**src/hw/rtl/nmea_gga_sentence_receiver_unit_assert.svh**
```systemverilog
// Assertion macros shared by the sentence receiver modules.
// Depends on nothing; included by the modules that check their own logic.
`ifndef NMEA_GGA_SENTENCE_RECEIVER_UNIT_ASSERT_SVH
`define NMEA_GGA_SENTENCE_RECEIVER_UNIT_ASSERT_SVH

// The consequent must hold in the same cycle as the antecedent.
`define NGGA_ASSERT_SAME(label, clk, rst, ante, cons) \
   label: assert property (@(posedge clk) disable iff (rst) (ante) |-> (cons)) \
      else $error("ngga assertion failed");

// The consequent must hold in the cycle after the antecedent.
`define NGGA_ASSERT_NEXT(label, clk, rst, ante, cons) \
   label: assert property (@(posedge clk) disable iff (rst) (ante) |=> (cons)) \
      else $error("ngga assertion failed");

`endif

```
**src/hw/rtl/ngga_pkg.sv**
```systemverilog
// Package for the GGA sentence receiver: constants, item types and codes.
// Used by every module of the block.
package ngga_pkg;

   localparam int MAX_FRAME_BYTES_DEF = 255;
   localparam int FIELD_SLOTS = 16;
   localparam int LAST_FIELD_INT = (FIELD_SLOTS - 1) < 15 ? (FIELD_SLOTS - 1) : 15;
   localparam int QUEUE_DEPTH = 2;
   localparam int HDR_LEN = 6;

   typedef logic [2:0] ngga_pos_type;
   typedef logic [3:0] ngga_field_type;

   localparam ngga_pos_type POS_HUNT = 3'd0;
   localparam ngga_pos_type POS_BODY = 3'd6;
   localparam ngga_pos_type POS_CR = 3'd7;

   localparam ngga_field_type LAST_FIELD = ngga_field_type'(LAST_FIELD_INT);
   localparam ngga_field_type CHECK_FIELD = 4'd15;

   localparam logic [7:0] HDR_CHARS [HDR_LEN] = '{8'h24, 8'h47, 8'h4E, 8'h47, 8'h47, 8'h41};
   localparam logic [7:0] CHAR_CR = 8'h0D;
   localparam logic [7:0] CHAR_LF = 8'h0A;
   localparam logic [7:0] CHAR_COMMA = 8'h2C;
   localparam logic [7:0] CHAR_STAR = 8'h2A;
   localparam logic [7:0] HEX_DEC_OFS = 8'h30;
   localparam logic [7:0] HEX_UPPER_OFS = 8'h37;
   localparam logic [7:0] HEX_LOWER_OFS = 8'h57;

   typedef struct packed {
      logic [HDR_LEN-1:0] hdr_hit;
      logic is_cr;
      logic is_lf;
      logic is_comma;
      logic is_star;
      logic hex_ok;
      logic [3:0] hex_value;
   } ngga_kind_type;

   typedef struct packed {
      logic [7:0] data;
      ngga_kind_type kind;
   } ngga_item_type;

endpackage

```
**src/hw/rtl/ngga_req_if.sv**
```systemverilog
// Input channel of the sentence receiver: one received byte per transfer.
// Stand-alone interface with source and sink modports.
interface ngga_req_if;
   logic valid;
   logic ready;
   logic [7:0] rx_byte;

   modport source (output valid, output rx_byte, input ready);
   modport sink (input valid, input rx_byte, output ready);
endinterface

```
**src/hw/rtl/ngga_rsp_if.sv**
```systemverilog
// Result channel of the sentence receiver: one result per received byte.
// Stand-alone interface with source and sink modports.
interface ngga_rsp_if;
   logic valid;
   logic ready;
   logic [7:0] echo_byte;
   logic [3:0] field_number;
   logic is_field_char;
   logic sentence_done;
   logic [7:0] sentence_length;
   logic [7:0] computed_sum;
   logic [7:0] received_sum;
   logic sum_matches;

   modport source (output valid, output echo_byte, output field_number,
                   output is_field_char, output sentence_done, output sentence_length,
                   output computed_sum, output received_sum, output sum_matches,
                   input ready);
   modport sink (input valid, input echo_byte, input field_number,
                 input is_field_char, input sentence_done, input sentence_length,
                 input computed_sum, input received_sum, input sum_matches,
                 output ready);
endinterface

```
**src/hw/rtl/ngga_front.sv**
```systemverilog
// Front stage: takes received bytes and registers them with their character class.
// Depends on ngga_pkg and the ngga_req_if interface.
module ngga_front (
   input  logic                   clock,
   input  logic                   reset,
   ngga_req_if.sink               req_ch,
   output logic                   item_valid,
   input  logic                   item_ready,
   output ngga_pkg::ngga_item_type item
);

   logic valid_ff, valid_in;
   ngga_pkg::ngga_item_type item_ff, item_in;
   logic take;
   logic push;
   logic [7:0] c;

   assign c = req_ch.rx_byte;
   assign push = valid_ff && item_ready;
   assign req_ch.ready = !valid_ff || item_ready;
   assign take = req_ch.valid && req_ch.ready;

   always_comb begin
      item_in.data = c;
      for (int i = 0; i < ngga_pkg::HDR_LEN; i++) begin
         item_in.kind.hdr_hit[i] = (c == ngga_pkg::HDR_CHARS[i]);
      end
      item_in.kind.is_cr = (c == ngga_pkg::CHAR_CR);
      item_in.kind.is_lf = (c == ngga_pkg::CHAR_LF);
      item_in.kind.is_comma = (c == ngga_pkg::CHAR_COMMA);
      item_in.kind.is_star = (c == ngga_pkg::CHAR_STAR);
      item_in.kind.hex_ok = 1'b0;
      item_in.kind.hex_value = 4'd0;
      if (c >= 8'h30 && c <= 8'h39) begin
         item_in.kind.hex_ok = 1'b1;
         item_in.kind.hex_value = 4'(c - ngga_pkg::HEX_DEC_OFS);
      end else if (c >= 8'h41 && c <= 8'h46) begin
         item_in.kind.hex_ok = 1'b1;
         item_in.kind.hex_value = 4'(c - ngga_pkg::HEX_UPPER_OFS);
      end else if (c >= 8'h61 && c <= 8'h66) begin
         item_in.kind.hex_ok = 1'b1;
         item_in.kind.hex_value = 4'(c - ngga_pkg::HEX_LOWER_OFS);
      end
   end

   always_comb begin
      if (take) begin
         valid_in = 1'b1;
      end else if (push) begin
         valid_in = 1'b0;
      end else begin
         valid_in = valid_ff;
      end
   end

   always_ff @(posedge clock) begin
      if (reset) begin
         valid_ff <= 1'b0;
      end else begin
         valid_ff <= valid_in;
      end
   end

   always_ff @(posedge clock) begin
      if (take) begin
         item_ff <= item_in;
      end
   end

   assign item_valid = valid_ff;
   assign item = item_ff;

endmodule

```
**src/hw/rtl/ngga_fifo.sv**
```systemverilog
// Short queue between the front and back stages of the sentence receiver.
// Depends on ngga_pkg and the assertion macro header.
`include "nmea_gga_sentence_receiver_unit_assert.svh"

module ngga_fifo (
   input  logic                    clock,
   input  logic                    reset,
   input  logic                    wr_valid,
   output logic                    wr_ready,
   input  ngga_pkg::ngga_item_type  wr_item,
   output logic                    rd_valid,
   input  logic                    rd_ready,
   output ngga_pkg::ngga_item_type  rd_item
);

   localparam int Depth = ngga_pkg::QUEUE_DEPTH;
   localparam int PtrW = (Depth > 1) ? $clog2(Depth) : 1;
   localparam int CntW = $clog2(Depth + 1);

   ngga_pkg::ngga_item_type entries [Depth];
   logic [PtrW-1:0] wr_ptr_ff, wr_ptr_in;
   logic [PtrW-1:0] rd_ptr_ff, rd_ptr_in;
   logic [CntW-1:0] count_ff, count_in;
   logic push, pop;

   assign wr_ready = (count_ff != CntW'(Depth));
   assign rd_valid = (count_ff != '0);
   assign push = wr_valid && wr_ready;
   assign pop = rd_valid && rd_ready;
   assign rd_item = entries[rd_ptr_ff];

   always_comb begin
      wr_ptr_in = wr_ptr_ff;
      rd_ptr_in = rd_ptr_ff;
      count_in = count_ff;
      if (push) begin
         wr_ptr_in = (wr_ptr_ff == PtrW'(Depth - 1)) ? '0 : wr_ptr_ff + 1'b1;
      end
      if (pop) begin
         rd_ptr_in = (rd_ptr_ff == PtrW'(Depth - 1)) ? '0 : rd_ptr_ff + 1'b1;
      end
      if (push && !pop) begin
         count_in = count_ff + 1'b1;
      end else if (pop && !push) begin
         count_in = count_ff - 1'b1;
      end
   end

   always_ff @(posedge clock) begin
      if (reset) begin
         wr_ptr_ff <= '0;
         rd_ptr_ff <= '0;
         count_ff <= '0;
      end else begin
         wr_ptr_ff <= wr_ptr_in;
         rd_ptr_ff <= rd_ptr_in;
         count_ff <= count_in;
      end
   end

   always_ff @(posedge clock) begin
      if (push) begin
         entries[wr_ptr_ff] <= wr_item;
      end
   end

   `NGGA_ASSERT_SAME(a_count_bound, clock, reset, 1'b1, count_ff <= CntW'(Depth))
   `NGGA_ASSERT_NEXT(a_count_up, clock, reset, push && !pop, count_ff == $past(count_ff) + 1'b1)
   `NGGA_ASSERT_NEXT(a_count_down, clock, reset, pop && !push, count_ff == $past(count_ff) - 1'b1)

endmodule

```
**src/hw/rtl/ngga_back.sv**
```systemverilog
// Back stage: header hunt, field split, checksum tracking and the result register.
// Depends on ngga_pkg, the ngga_rsp_if interface and the assertion macro header.
`include "nmea_gga_sentence_receiver_unit_assert.svh"

module ngga_back #(
   parameter int MAX_FRAME_BYTES = ngga_pkg::MAX_FRAME_BYTES_DEF
) (
   input  logic                   clock,
   input  logic                   reset,
   input  logic                   item_valid,
   output logic                   item_ready,
   input  ngga_pkg::ngga_item_type item,
   ngga_rsp_if.source             rsp_ch
);

   localparam int CountW = $clog2(MAX_FRAME_BYTES + 1);
   localparam int WideW = (CountW > 8) ? CountW : 8;

   ngga_pkg::ngga_pos_type pos_ff, pos_in;
   logic [CountW-1:0] count_ff, count_in, count_sat;
   ngga_pkg::ngga_field_type field_ff, field_in;
   logic [7:0] xor_ff, xor_in;
   logic star_ff, star_in;
   logic [7:0] acc_ff, acc_in;
   logic [1:0] taken_ff, taken_in;
   logic [3:0] last_ff, last_in;

   logic pop;
   logic is_char, done;
   logic [3:0] digit;
   logic [WideW-1:0] count_wide;
   logic [7:0] len, csum, rsum;

   logic rsp_valid_ff, rsp_valid_in;
   logic [7:0] echo_ff;
   logic [3:0] fnum_ff;
   logic is_char_ff, done_ff, match_ff;
   logic [7:0] len_ff, csum_ff, rsum_ff;

   assign item_ready = !rsp_valid_ff || rsp_ch.ready;
   assign pop = item_valid && item_ready;
   assign count_sat = (count_ff < CountW'(MAX_FRAME_BYTES)) ? count_ff + 1'b1 : count_ff;
   assign digit = item.kind.hex_ok ? item.kind.hex_value : last_ff;

   always_comb begin
      pos_in = pos_ff;
      count_in = count_ff;
      field_in = field_ff;
      xor_in = xor_ff;
      star_in = star_ff;
      acc_in = acc_ff;
      taken_in = taken_ff;
      last_in = last_ff;
      is_char = 1'b0;
      done = 1'b0;

      if (pos_ff < ngga_pkg::POS_BODY) begin
         if (item.kind.hdr_hit[pos_ff]) begin
            if (pos_ff == ngga_pkg::POS_HUNT) begin
               field_in = '0;
               xor_in = '0;
               star_in = 1'b0;
               acc_in = '0;
               taken_in = '0;
               last_in = '0;
            end else begin
               xor_in = xor_ff ^ item.data;
            end
            count_in = count_sat;
            pos_in = pos_ff + 1'b1;
         end else begin
            field_in = '0;
            xor_in = '0;
            star_in = 1'b0;
            acc_in = '0;
            taken_in = '0;
            last_in = '0;
            if (item.kind.hdr_hit[0]) begin
               count_in = CountW'(1);
               pos_in = ngga_pkg::ngga_pos_type'(1);
            end else begin
               count_in = '0;
               pos_in = ngga_pkg::POS_HUNT;
            end
         end
      end else begin
         count_in = count_sat;
         if (item.kind.is_star) begin
            star_in = 1'b1;
         end else if (!star_ff) begin
            xor_in = xor_ff ^ item.data;
         end
         if (pos_ff == ngga_pkg::POS_BODY) begin
            if (item.kind.is_cr) begin
               pos_in = ngga_pkg::POS_CR;
            end else if (item.kind.is_comma || item.kind.is_star) begin
               if (field_ff < ngga_pkg::LAST_FIELD) begin
                  field_in = field_ff + 1'b1;
               end
            end else begin
               is_char = 1'b1;
               if (field_ff == ngga_pkg::CHECK_FIELD && taken_ff < 2'd2) begin
                  last_in = digit;
                  acc_in = {acc_ff[3:0], digit};
                  taken_in = taken_ff + 1'b1;
               end
            end
         end else begin
            if (item.kind.is_lf) begin
               done = 1'b1;
            end else if (!item.kind.is_cr) begin
               pos_in = ngga_pkg::POS_BODY;
            end
         end
      end

      count_wide = WideW'(count_in);
      len = (count_wide > WideW'(255)) ? 8'hFF : count_wide[7:0];
      csum = xor_in;
      rsum = (taken_in == 2'd2) ? acc_in : {last_in, last_in};
   end

   always_comb begin
      if (pop) begin
         rsp_valid_in = 1'b1;
      end else if (rsp_ch.ready) begin
         rsp_valid_in = 1'b0;
      end else begin
         rsp_valid_in = rsp_valid_ff;
      end
   end

   always_ff @(posedge clock) begin
      if (reset) begin
         rsp_valid_ff <= 1'b0;
         pos_ff <= ngga_pkg::POS_HUNT;
         count_ff <= '0;
         field_ff <= '0;
         xor_ff <= '0;
         star_ff <= 1'b0;
         acc_ff <= '0;
         taken_ff <= '0;
         last_ff <= '0;
      end else begin
         rsp_valid_ff <= rsp_valid_in;
         if (pop) begin
            if (done) begin
               pos_ff <= ngga_pkg::POS_HUNT;
               count_ff <= '0;
               field_ff <= '0;
               xor_ff <= '0;
               star_ff <= 1'b0;
               acc_ff <= '0;
               taken_ff <= '0;
               last_ff <= '0;
            end else begin
               pos_ff <= pos_in;
               count_ff <= count_in;
               field_ff <= field_in;
               xor_ff <= xor_in;
               star_ff <= star_in;
               acc_ff <= acc_in;
               taken_ff <= taken_in;
               last_ff <= last_in;
            end
         end
      end
   end

   always_ff @(posedge clock) begin
      if (pop) begin
         echo_ff <= item.data;
         fnum_ff <= field_in;
         is_char_ff <= is_char;
         done_ff <= done;
         len_ff <= done ? len : 8'd0;
         csum_ff <= done ? csum : 8'd0;
         rsum_ff <= done ? rsum : 8'd0;
         match_ff <= done && (csum == rsum);
      end
   end

   assign rsp_ch.valid = rsp_valid_ff;
   assign rsp_ch.echo_byte = echo_ff;
   assign rsp_ch.field_number = fnum_ff;
   assign rsp_ch.is_field_char = is_char_ff;
   assign rsp_ch.sentence_done = done_ff;
   assign rsp_ch.sentence_length = len_ff;
   assign rsp_ch.computed_sum = csum_ff;
   assign rsp_ch.received_sum = rsum_ff;
   assign rsp_ch.sum_matches = match_ff;

   `NGGA_ASSERT_SAME(a_taken_bound, clock, reset, 1'b1, taken_ff <= 2'd2)
   `NGGA_ASSERT_SAME(a_header_clean, clock, reset,
      pos_ff != ngga_pkg::POS_HUNT && pos_ff < ngga_pkg::POS_BODY,
      field_ff == '0 && !star_ff && taken_ff == '0)
   `NGGA_ASSERT_NEXT(a_done_clears, clock, reset,
      pop && pos_ff == ngga_pkg::POS_CR && item.kind.is_lf,
      pos_ff == ngga_pkg::POS_HUNT && count_ff == '0 && rsp_ch.sentence_done)

endmodule

```
**src/hw/rtl/nmea_gga_sentence_receiver_unit.sv**
```systemverilog
// GGA sentence receiver, top level.
// Each transfer on req_ch carries one received character (rx_byte). The block
// hunts for the "$GNGGA" header, splits the body into fields at commas and the
// star, keeps the XOR checksum and decodes the two hex digits of the checksum
// field. Each input character yields exactly one result on rsp_ch, in order:
// the character echoed, its field index and whether it is field content.
// The result for the line feed that closes a sentence also carries the
// sentence length, the computed and received checksums and the match flag.
// An input transfer passes the classifying front register, the two-entry queue
// and the result register of the back stage before its result can transfer.
// Throughput is one character per cycle while rsp_ch.ready stays high, set by
// the state update in the back stage.
// If the receiver holds rsp_ch.ready low, the result register and the queue
// fill and req_ch.ready drops after at most four further transfers.
// A synchronous reset empties the pipeline and returns the parser to the
// header hunt with all per-sentence state cleared.
// Depends on ngga_pkg, ngga_req_if, ngga_rsp_if, ngga_front, ngga_fifo, ngga_back.
module nmea_gga_sentence_receiver_unit #(
   parameter int MAX_FRAME_BYTES = ngga_pkg::MAX_FRAME_BYTES_DEF
) (
   input  logic       clock,
   input  logic       reset,
   ngga_req_if.sink   req_ch,
   ngga_rsp_if.source rsp_ch
);

   logic front_valid, front_ready;
   ngga_pkg::ngga_item_type front_item;
   logic queue_valid, queue_ready;
   ngga_pkg::ngga_item_type queue_item;

   ngga_front u_front (
      .clock      (clock),
      .reset      (reset),
      .req_ch     (req_ch),
      .item_valid (front_valid),
      .item_ready (front_ready),
      .item       (front_item)
   );

   ngga_fifo u_fifo (
      .clock    (clock),
      .reset    (reset),
      .wr_valid (front_valid),
      .wr_ready (front_ready),
      .wr_item  (front_item),
      .rd_valid (queue_valid),
      .rd_ready (queue_ready),
      .rd_item  (queue_item)
   );

   ngga_back #(
      .MAX_FRAME_BYTES (MAX_FRAME_BYTES)
   ) u_back (
      .clock      (clock),
      .reset      (reset),
      .item_valid (queue_valid),
      .item_ready (queue_ready),
      .item       (queue_item),
      .rsp_ch     (rsp_ch)
   );

endmodule

```
**src/flat_wrapper.sv**
```systemverilog
// flat-port wrapper written by rule: the top's interface ports become plain ports
module nmea_gga_sentence_receiver_unit_flat 
#(
   parameter int MAX_FRAME_BYTES = ngga_pkg::MAX_FRAME_BYTES_DEF
)
  (clock, reset, req_ch_valid, req_ch_rx_byte, req_ch_ready, rsp_ch_valid, rsp_ch_echo_byte, rsp_ch_field_number, rsp_ch_is_field_char, rsp_ch_sentence_done, rsp_ch_sentence_length, rsp_ch_computed_sum, rsp_ch_received_sum, rsp_ch_sum_matches, rsp_ch_ready);
  ngga_req_if req_ch_i ();
  ngga_rsp_if rsp_ch_i ();
  input  logic clock;
  input  logic reset;
  input wire logic [$bits(req_ch_i.valid)-1:0] req_ch_valid;
  input wire logic [$bits(req_ch_i.rx_byte)-1:0] req_ch_rx_byte;
  output wire logic [$bits(req_ch_i.ready)-1:0] req_ch_ready;
  output wire logic [$bits(rsp_ch_i.valid)-1:0] rsp_ch_valid;
  output wire logic [$bits(rsp_ch_i.echo_byte)-1:0] rsp_ch_echo_byte;
  output wire logic [$bits(rsp_ch_i.field_number)-1:0] rsp_ch_field_number;
  output wire logic [$bits(rsp_ch_i.is_field_char)-1:0] rsp_ch_is_field_char;
  output wire logic [$bits(rsp_ch_i.sentence_done)-1:0] rsp_ch_sentence_done;
  output wire logic [$bits(rsp_ch_i.sentence_length)-1:0] rsp_ch_sentence_length;
  output wire logic [$bits(rsp_ch_i.computed_sum)-1:0] rsp_ch_computed_sum;
  output wire logic [$bits(rsp_ch_i.received_sum)-1:0] rsp_ch_received_sum;
  output wire logic [$bits(rsp_ch_i.sum_matches)-1:0] rsp_ch_sum_matches;
  input wire logic [$bits(rsp_ch_i.ready)-1:0] rsp_ch_ready;
  assign req_ch_i.valid = req_ch_valid;
  assign req_ch_i.rx_byte = req_ch_rx_byte;
  assign req_ch_ready = req_ch_i.ready;
  assign rsp_ch_valid = rsp_ch_i.valid;
  assign rsp_ch_echo_byte = rsp_ch_i.echo_byte;
  assign rsp_ch_field_number = rsp_ch_i.field_number;
  assign rsp_ch_is_field_char = rsp_ch_i.is_field_char;
  assign rsp_ch_sentence_done = rsp_ch_i.sentence_done;
  assign rsp_ch_sentence_length = rsp_ch_i.sentence_length;
  assign rsp_ch_computed_sum = rsp_ch_i.computed_sum;
  assign rsp_ch_received_sum = rsp_ch_i.received_sum;
  assign rsp_ch_sum_matches = rsp_ch_i.sum_matches;
  assign rsp_ch_i.ready = rsp_ch_ready;
  nmea_gga_sentence_receiver_unit #(.MAX_FRAME_BYTES(MAX_FRAME_BYTES)) u_core (.clock(clock), .reset(reset), .req_ch(req_ch_i), .rsp_ch(rsp_ch_i));
endmodule
```
**config.mk**
```make
export PLATFORM = sky130hd
export DESIGN_NAME = nmea_gga_sentence_receiver_unit_flat
export DESIGN_NICKNAME = d
export VERILOG_FILES = /design/src/hw/rtl/ngga_pkg.sv /design/src/hw/rtl/ngga_req_if.sv /design/src/hw/rtl/ngga_rsp_if.sv /design/src/hw/rtl/ngga_front.sv /design/src/hw/rtl/ngga_fifo.sv /design/src/hw/rtl/ngga_back.sv /design/src/hw/rtl/nmea_gga_sentence_receiver_unit.sv /design/src/flat_wrapper.sv
export VERILOG_INCLUDE_DIRS = /design/src /design/src/hw/rtl
export SDC_FILE = /design/constraint.sdc
export NUM_CORES = 1
export LEC_CHECK = 0
export BUFFER_PORTS_ARGS = -buffer_cell sky130_fd_sc_hd__buf_4
export CAP_MARGIN = 20
export CORE_MARGIN = 1.5
export CORE_UTILIZATION = 40
export DETAILED_ROUTE_END_ITERATION = 6
export PLACE_DENSITY_LB_ADDON = 0.08
export SLEW_MARGIN = 0
export SYNTH_ARGS = -nofsm -noshare
export SYNTH_HDL_FRONTEND = slang
export SYNTH_SLANG_ARGS = --single-unit
export TNS_END_PERCENT = 50
```
**constraint.sdc**
```tcl
create_clock -name clock -period 5.1 [get_ports clock]
set_input_delay 0.51 -clock clock [delete_from_list [all_inputs] [get_ports clock]]
set_output_delay 0.51 -clock clock [all_outputs]
set_load 0.005 [all_outputs]
```
# After elaboration in Yosys (flattened, before gate mapping)

Memories as Yosys holds them, arrays and structs flattened. A register that Yosys moved wholly into a read port is not among the register bits.
Cells that the tools add are included.
W data, S select, Z words.

Register bits after elaboration: 106
RAM bits: 46
Input bits: 12
Output and inout bits: 41
Logic and storage cells: 179
Memories: 1

Add/subtract/negate cells: 11
Order comparisons: 12
Equality and inequality tests: 17
Multiplexer cells: 80
Bitwise operators: 2
Reduce and logical (&&, ||, !) cells: 27

Memory list:

| name                  | depth | width | rd ports | clocked after memory_dff | write ports | RTL line        | text |
|---|---|---|---|---|---|---|---|
| u_core.u_fifo.entries | 2     | 23    | 1        | 1                        | 1           | ngga_fifo.sv:20 | `ngga_pkg::ngga_item_type entries [Depth];` |

Operators with widths:

| cell                  | count |
|---|---|
| $mux W8               | 20 |
| $mux W4               | 19 |
| $eq A8 B6 Y1 const B  | 3 |
| $eq A8 B7 Y1 const B  | 3 |
| $mux W1               | 22 |
| $mux W3               | 7 |
| $mux W2               | 10 |
| $eq A8 B4 Y1 const B  | 2 |
| $ge A8 B7 Y1 const B  | 2 |
| $le A8 B7 Y1 const B  | 2 |
| $logic_and A1 B1 Y1   | 10 |
| $add A8 B1 Y8 const B | 1 |
| $eq A8 B8 Y1          | 1 |
| $ge A8 B6 Y1 const B  | 1 |
| $gt A8 B8 Y1 const B  | 1 |
| $le A8 B6 Y1 const B  | 1 |
| $lt A8 B8 Y1 const B  | 1 |
| $ne A4 B4 Y1 const B  | 2 |
| $reduce_bool A2 Y1    | 4 |
| $sub A4 B3 Y4 const B | 2 |
| $xor A8 B8 Y8         | 1 |
| $mux W5               | 1 |
| $add A2 B1 Y2 const B | 2 |
| $add A4 B1 Y4 const B | 1 |
| 24 further kinds      | 30 |

# Logic depth before layout (Yosys ltp)

Gate-level depths: netlist of run 1.

Word-level depth: 11
Gate-level depth with buffers: 13
Mapped depth without buffers: 11

# Modules after synthesis

Synthesis of run 1 repeated with hierarchy kept, for this count alone.

Cells, all modules: 562
Area total of the unflattened synthesis: 6729.0 sq um

Modules (own cells, without submodules):

| module     | instances | cells an instance | area an instance (sq um) | seq. area each (sq um) |
|---|---|---|---|---|
| ngga_back  | 1         | 400               | 3885.0                   | 1951.9 |
| ngga_fifo  | 1         | 95                | 1873.0                   | 1481.4 |
| ngga_front | 1         | 67                | 970.9                    | 650.6 |

# Least setup slack after synthesis of run 1

No wires, ideal clock.

Kind: reg-to-reg
From: reg with a tool-made name
To: reg u_core.u_back.match_ff (netlist: u_core.u_back.rsp_ch.sum_matches) (data pin)
Setup time: 176 ps
Arrival: 2953 ps
Data required time: 4924 ps
Path slack: 1971 ps
Cell stages (with the launch flop): 11
Buffers on the path: 2
Period minus slack after synthesis: 3129 ps
Path through: dfxtp_1 > buf_6 > mux2i_4 > o2111ai_4 > a221o_1 > a211oi_4 > clkbuf_1 > nor3_1 > nor4_1 > o2111ai_1 > nor4_1

RTL lines:

| item                   | RTL line         | text |
|---|---|---|
| end signal: assignment | ngga_back.sv:179 | `match_ff <= done && (csum == rsum);` |
| end: declaration       | ngga_back.sv:37  | `logic is_char_ff, done_ff, match_ff;` |

==> flow_summary.yaml, run 1 <==
outcome:
  status: "finished, final reports clean"
drt:
  routed_wirelength_mm: 15.67
  route.detailed.drc: 0
  first_pass_iters: 5
  drtAntennaViolNets: 0
  drt-vias-per-instance: 5.400
  first_iter_violations: 294
  post_drt_wl_per_cell_um: 17.27
  vias: 4898
timing:
  fmax_ghz: 0.2568
  grt_setup_unrepaired: "false"
  worst-slew-pin-transition_ps: 1000
  tns_ps: 0
  hold_viol: 0
  drv_slew: 0
  hold_ws_ps: 287.0
  period_needed_ps: 3894
  finalClockSkew_ps: 8.474
  maxSlewHeadroom: 0.3288
  period_share: 0.7635
  setup_viol: 0
clock_network:
  cts_buffer_depth: 2
  cts_setup_buffers: 0
  clk_pin_slew_ps: 60
  ctsResizeCount: 0
  ctsRootBufferMaster: "clkbuf_16"
  worst_skew_pair.late_latency_ps: 420
  cts.htree.levels: 4
  cts_hold_buf: 0
  tritoncts: "done"
  cts_sinks: 147
  cts_buffers: 17
yosys:
  synth-edff-count: 102
  synthTopCellsByArea: "edfxtp_1, dfxtp_1, nor2_1, nand2_1, a21oi_1"
  synth_ff_type: "edfxtp_1"
  yosysMostFrequentCell: "edfxtp_1"
  synth_fp_nets: 633
  yosysSeqAreaShare: 0.5899
  netlist_area_mm2: 0.006719
  synth_cells: 610
  yosysTopAreaCell: "edfxtp_1"
  ys_seq_elements: 147
  yosys-top-cells-count: "edfxtp_1, nor2_1, nand2_1, dfxtp_1, a21oi_1"
  ys_types: 68
  postSynth.asyncResetShare: 0
  yosysWarnings: 0
  syn_avg_cell_area_um2: 11.01
  yosysTopAreaCellShare: 0.4559
global_routing:
  antenna_found_initial: 0
  grt_max_degree: 47
  grt_usage: 0.1884
  first_global_vias: 4824
  grt_overflow_total: 0
  grt_pass1_wl_mm: 25.69
setup_path:
  cp-end-kind: "register"
  cp.arrival_ps: 4110
  required_ps: 5320
  worstPathMaxFanout: 14
  path_class: "register to register"
  ff2ff_path_depth: 9
  r2r_end: "u_core.u_back.rsp_ch.sum_matches"
  reg2reg_setup_slack_ps: 1210
  startpoint_type: "register"
hold_path:
  whs_endpoint: "u_core.u_front.item[22]"
  hp-class: "primary input to register"
  hp-start: "req_ch_rx_byte[7]"
  holdPathStages: 1
power_and_ir_drop:
  power-per-cell-area_mw_per_mm2: 513.5
  p_leak_nw: 2.889
  total_power_w: 0.004123
  peakVddDrop_uv: 234.7
placement:
  dpl.hpwl_mm: 11.03
  dp.cells: 874
  place_congestion: 0.8762
  port-buffer-count: 52
  placed_area_mm2: 0.007407
run:
  cap_violations: 0
finish:
  antenna_cells: 0
  syn2layout_area_growth_pct: 19.50
  final_cells: 907
  drive_gt1_frac: 0.1790
  nFillCells: 1445
  design_area_mm2: 0.008029
  finalNetCount: 697
  regArea_mm2: 0.003964
  multi_input_area_mm2: 0.002597
floorplan:
  die_area_mm2: 0.01758
  start_util: 0.4066
  io_pins: 53
  rows: 47
  die_w_um: 132.6
  die_y_um: 132.6
  core_mm2: 0.01652
-- cell families (layout without fill, tap and decap cells) --
group	count (synthesis)	after routing	synth area share
XOR/XNOR	12	12	0.01564
AO/OA/AOI/OAI	136	136	0.1417
multiplexers	25	25	0.04134
buffers and inverters	41	118	0.02402
flip-flops	147	147	0.5899
adder cells (fa/ha/maj)	11	11	0.02048
AND/OR/NAND/NOR	238	238	0.1669
-- flip-flops by register name, indices dropped and copies added (netlist names), 3 cells and up, named ones only --
name and count:
u_core.u_back.acc_ff 8, u_core.u_back.count_ff 8, u_core.u_back.field_ff 4, u_core.u_back.last_ff 4, u_core.u_back.pos_ff 3, u_core.u_back.rsp_ch.computed_sum 8
u_core.u_back.rsp_ch.echo_byte 8, u_core.u_back.rsp_ch.field_number 4, u_core.u_back.rsp_ch.received_sum 8, u_core.u_back.rsp_ch.sentence_length 8, u_core.u_back.xor_ff 8, u_core.u_fifo.entries 42
u_core.u_front.item 21
-- metal layers --
layer | GRT usage | part of all wire | vias up
met5 | 0 | 0 | -
met4 | 0.08242 | 0.025 | 0
met3 | 0.03372 | 0.037 | 30
met2 | 0.3121 | 0.48 | 136
met1 | 0.2431 | 0.46 | 2345
li1 | - | - | 2387
-- worst max-delay path, stage by stage, from the launching register on --
cell and delay (ps):
dfxtp_1 520, mux2_2 430, a32o_1 350, a221o_1 520
a211oi_4 560, mux2i_1 200, o211a_1 250, a2111oi_2 310
o2111ai_1 180, nor4_1 360
-- how the worst max path moves through the flow --
stage,slack (ps),startpoint,to,cells past startpoint
detailed placement,1310,register,u_core.u_back.rsp_ch.sum_matches,9
global route,940,register,u_core.u_back.rsp_ch.sum_matches,9
finish,1210,register,u_core.u_back.rsp_ch.sum_matches,9
floorplan,1970,register,u_core.u_back.rsp_ch.sum_matches,10
global placement,1470,register,u_core.u_back.rsp_ch.sum_matches,9
CTS,1280,register,u_core.u_back.rsp_ch.sum_matches,9
-- cell usage in the layout, fill, tap and decap left out, types with 11 or more instances in the layout --
cell type,instances
buf_4,67
mux2i_1,12
nand2_1,53
nand3_1,11
a21oi_1,38
dfxtp_1,45
a22oi_1,14
nor2_1,99
edfxtp_1,102
inv_1,16
nor3_1,19
clkbuf_16,17
ha_1,11
o21ai_0,20
-- cell type report --
| class | instances | share of cell area |
|---|---|---|
| multi-input cells | 422 | 0.3235 |
| inverters | 18 | 0.008415 |
| clock inverters | 12 | 0.01901 |
| well taps | 220 | 0.03428 |
| clock buffers | 20 | 0.05688 |
| flip-flops and latches | 147 | 0.4937 |
| repair buffers | 68 | 0.06420 |
-- power by group --
group | internal, W | total (W) | switching, W
clock network | 0.000797 | 0.00129 | 0.000493
logic | 0.000454 | 0.00121 | 0.000759
registers | 0.00152 | 0.00162 | 0.000101
-- per-stage QoR --
step | worst slack, ps | utilization
2_1_floorplan | 1971 | -
3_3_place_gp | 1467 | 0.4482
3_5_place_dp | 1311 | 0.4482
4_1_cts | 1280 | 0.4851
5_1_grt | 943.7 | 0.4859
6_report | 1206 | 0.4859
Note: power is estimated with default switching activity, not from simulation.
==> run 2: changes to the inputs <==
==> constraint.sdc (replaced) <==
create_clock -name clock -period 3.65 [get_ports clock]
set_input_delay 0.365 -clock clock [delete_from_list [all_inputs] [get_ports clock]]
set_output_delay 0.365 -clock clock [all_outputs]
set_load 0.005 [all_outputs]
==> run 2 against run 1 <==
  * Non-clock buffer count is 13 higher
  * Clock-buffer cell count is 1 lower
  * Global-route usage increased by 0.19 points
  * Register-to-register slack worse by 940 ps
  * Final cell count is 1.4% higher
  * First-iteration DRC count is 15% higher
  * Cell area is 1.1% higher
  * Critical path depth grew 2
  * Hold slack lost 150 ps
==> flow_summary.yaml, run 2 (synthesis gave the netlist of run 1 again) <==
finish:
  syn2layout_area_growth_pct: 20.82
  final_cells: 920
  final_cell_mix: "edfxtp_1, nor2_1, buf_4"
  antenna_cells: 0
  final_common_cell: "edfxtp_1"
  final_core_util: 0.4913
  finalNetCount: 710
  largest_reg_flops: 42
  largest_register: "u_core.u_fifo.entries"
  drive_gt1_frac: 0.1971
timing:
  fmax_ghz: 0.2958
  hold_ws_ps: 140.3
  tns_ps: 0
  setup_viol: 0
  finalClockSkew_ps: 12.67
  maxSlewHeadroom: 0.2309
  drv_slew: 0
  period_needed_ps: 3381
  worst-slew-pin-transition_ps: 1125
  grt_setup_unrepaired: "false"
  period_share: 0.9263
  hold_viol: 0
global_routing:
  grt_usage: 0.1903
  antenna_found_initial: 0
  grt_max_degree: 46
  grt_overflow_total: 0
  first_global_vias: 4794
  grt_pass1_wl_mm: 25.76
setup_path:
  path_class: "register to register"
  worstPathMaxFanout: 8
  cp.arrival_ps: 3620
  cp-end-kind: "register"
  reg2reg_setup_slack_ps: 270
  required_ps: 3890
  startpoint_type: "register"
floorplan:
  die_w_um: 132.6
  core_mm2: 0.01652
  io_pins: 53
  die_y_um: 132.6
  rows: 47
  start_util: 0.4066
  die_area_mm2: 0.01758
hold_path:
  hp-class: "primary input to register"
clock_network:
  clk_pin_slew_ps: 60
  cts.htree.levels: 4
  cts_sinks: 147
  ctsRootBufferMaster: "clkbuf_16"
  cts_hold_buf: 0
  cts_buffers: 17
  cts_buffer_depth: 2
  worst_skew_pair.late_latency_ps: 430
  tritoncts: "done"
placement:
  dpl.hpwl_mm: 11.41
  port-buffer-count: 52
  place_congestion: 0.8431
  dp.cells: 887
power_and_ir_drop:
  peakVddDrop_uv: 408.2
  power-per-cell-area_mw_per_mm2: 716.1
  switchingPower_w: 0.001930
  combPwrFrac: 0.304
  pwr-share-clk: 0.308
  p_int_w: 0.003884
  p_leak_nw: 2.915
  netSwitchingFraction: 0.3319
  seqPwrFrac: 0.389
outcome:
  status: "finished, final reports clean"
drt:
  routed_wirelength_mm: 15.80
  post_drt_wl_per_cell_um: 17.18
  drtAntennaViolNets: 0
  route.detailed.drc: 0
  vias: 4900
  first_iter_violations: 338
  drt-vias-per-instance: 5.326
  first_pass_iters: 5
run:
  cap_violations: 0
==> run 2: cell type report <==
class	count	area [um2]
fill	1532	8407
sequential	147	3965
multi-input combinational	422	2597
timing repair buffer	81	608.1
clock buffer	19	432.9
tap	220	275.3
clock inverter	13	171.4
inverter	18	67.56
==> run 2: per-layer routing <==
layer  GRT usage  part of all wire
met3     0.03257             0.031
met1      0.2501              0.47
met4     0.09707             0.028
met5           0                 0
met2      0.3042              0.47
==> run 2: repair_timing <==
item,CTS,global route
resized for setup,0,1
setup endpoints to repair,0,1
setup buffers,0,1
==> run 2: worst paths after layout <==
path                                       to  cells past startpoint                     from
max reg2reg  u_core.u_back.rsp_ch.sum_matches                     11  u_core.u_back.pos_ff[0]
min                   u_core.u_front.item[19]                      1        req_ch_rx_byte[4]
min reg2reg      u_core.u_fifo.entries[0][22]                      0  u_core.u_front.item[22]
max          u_core.u_back.rsp_ch.sum_matches                     11  u_core.u_back.pos_ff[0]
==> run 2: critical path, cell delays in order, from the launching register on <==
cell	delay [ps]
dfxtp_1	370
inv_1	170
ha_1	200
and2_1	220
o2111ai_4	190
a221o_1	420
a211oi_4	390
mux2i_1	190
o211a_1	250
a2111oi_2	310
o2111ai_1	180
nor4_1	300
==> run 2: stage by stage <==
step / total power, W / worst slack (ps) / instance area (um2)
after floorplan: 0.003296 / 520.8 / 6719
after global placement: 0.004046 / 235.9 / 7505
after detailed placement: 0.004069 / 101.4 / 7505
after CTS: 0.005861 / 88.64 / 8109
after global routing: 0.006129 / 31.29 / 8118
final: 0.005814 / 269.0 / 8118
==> run 2: power groups by stage <==
stage               logic (W)  clock network, W  registers, W
floorplan             0.00102                 0       0.00227
global placement      0.00176                 0       0.00229
detailed placement    0.00177                 0       0.00230
CTS                   0.00178           0.00182       0.00226
global route          0.00194           0.00189       0.00229
finish                0.00176           0.00179       0.00226
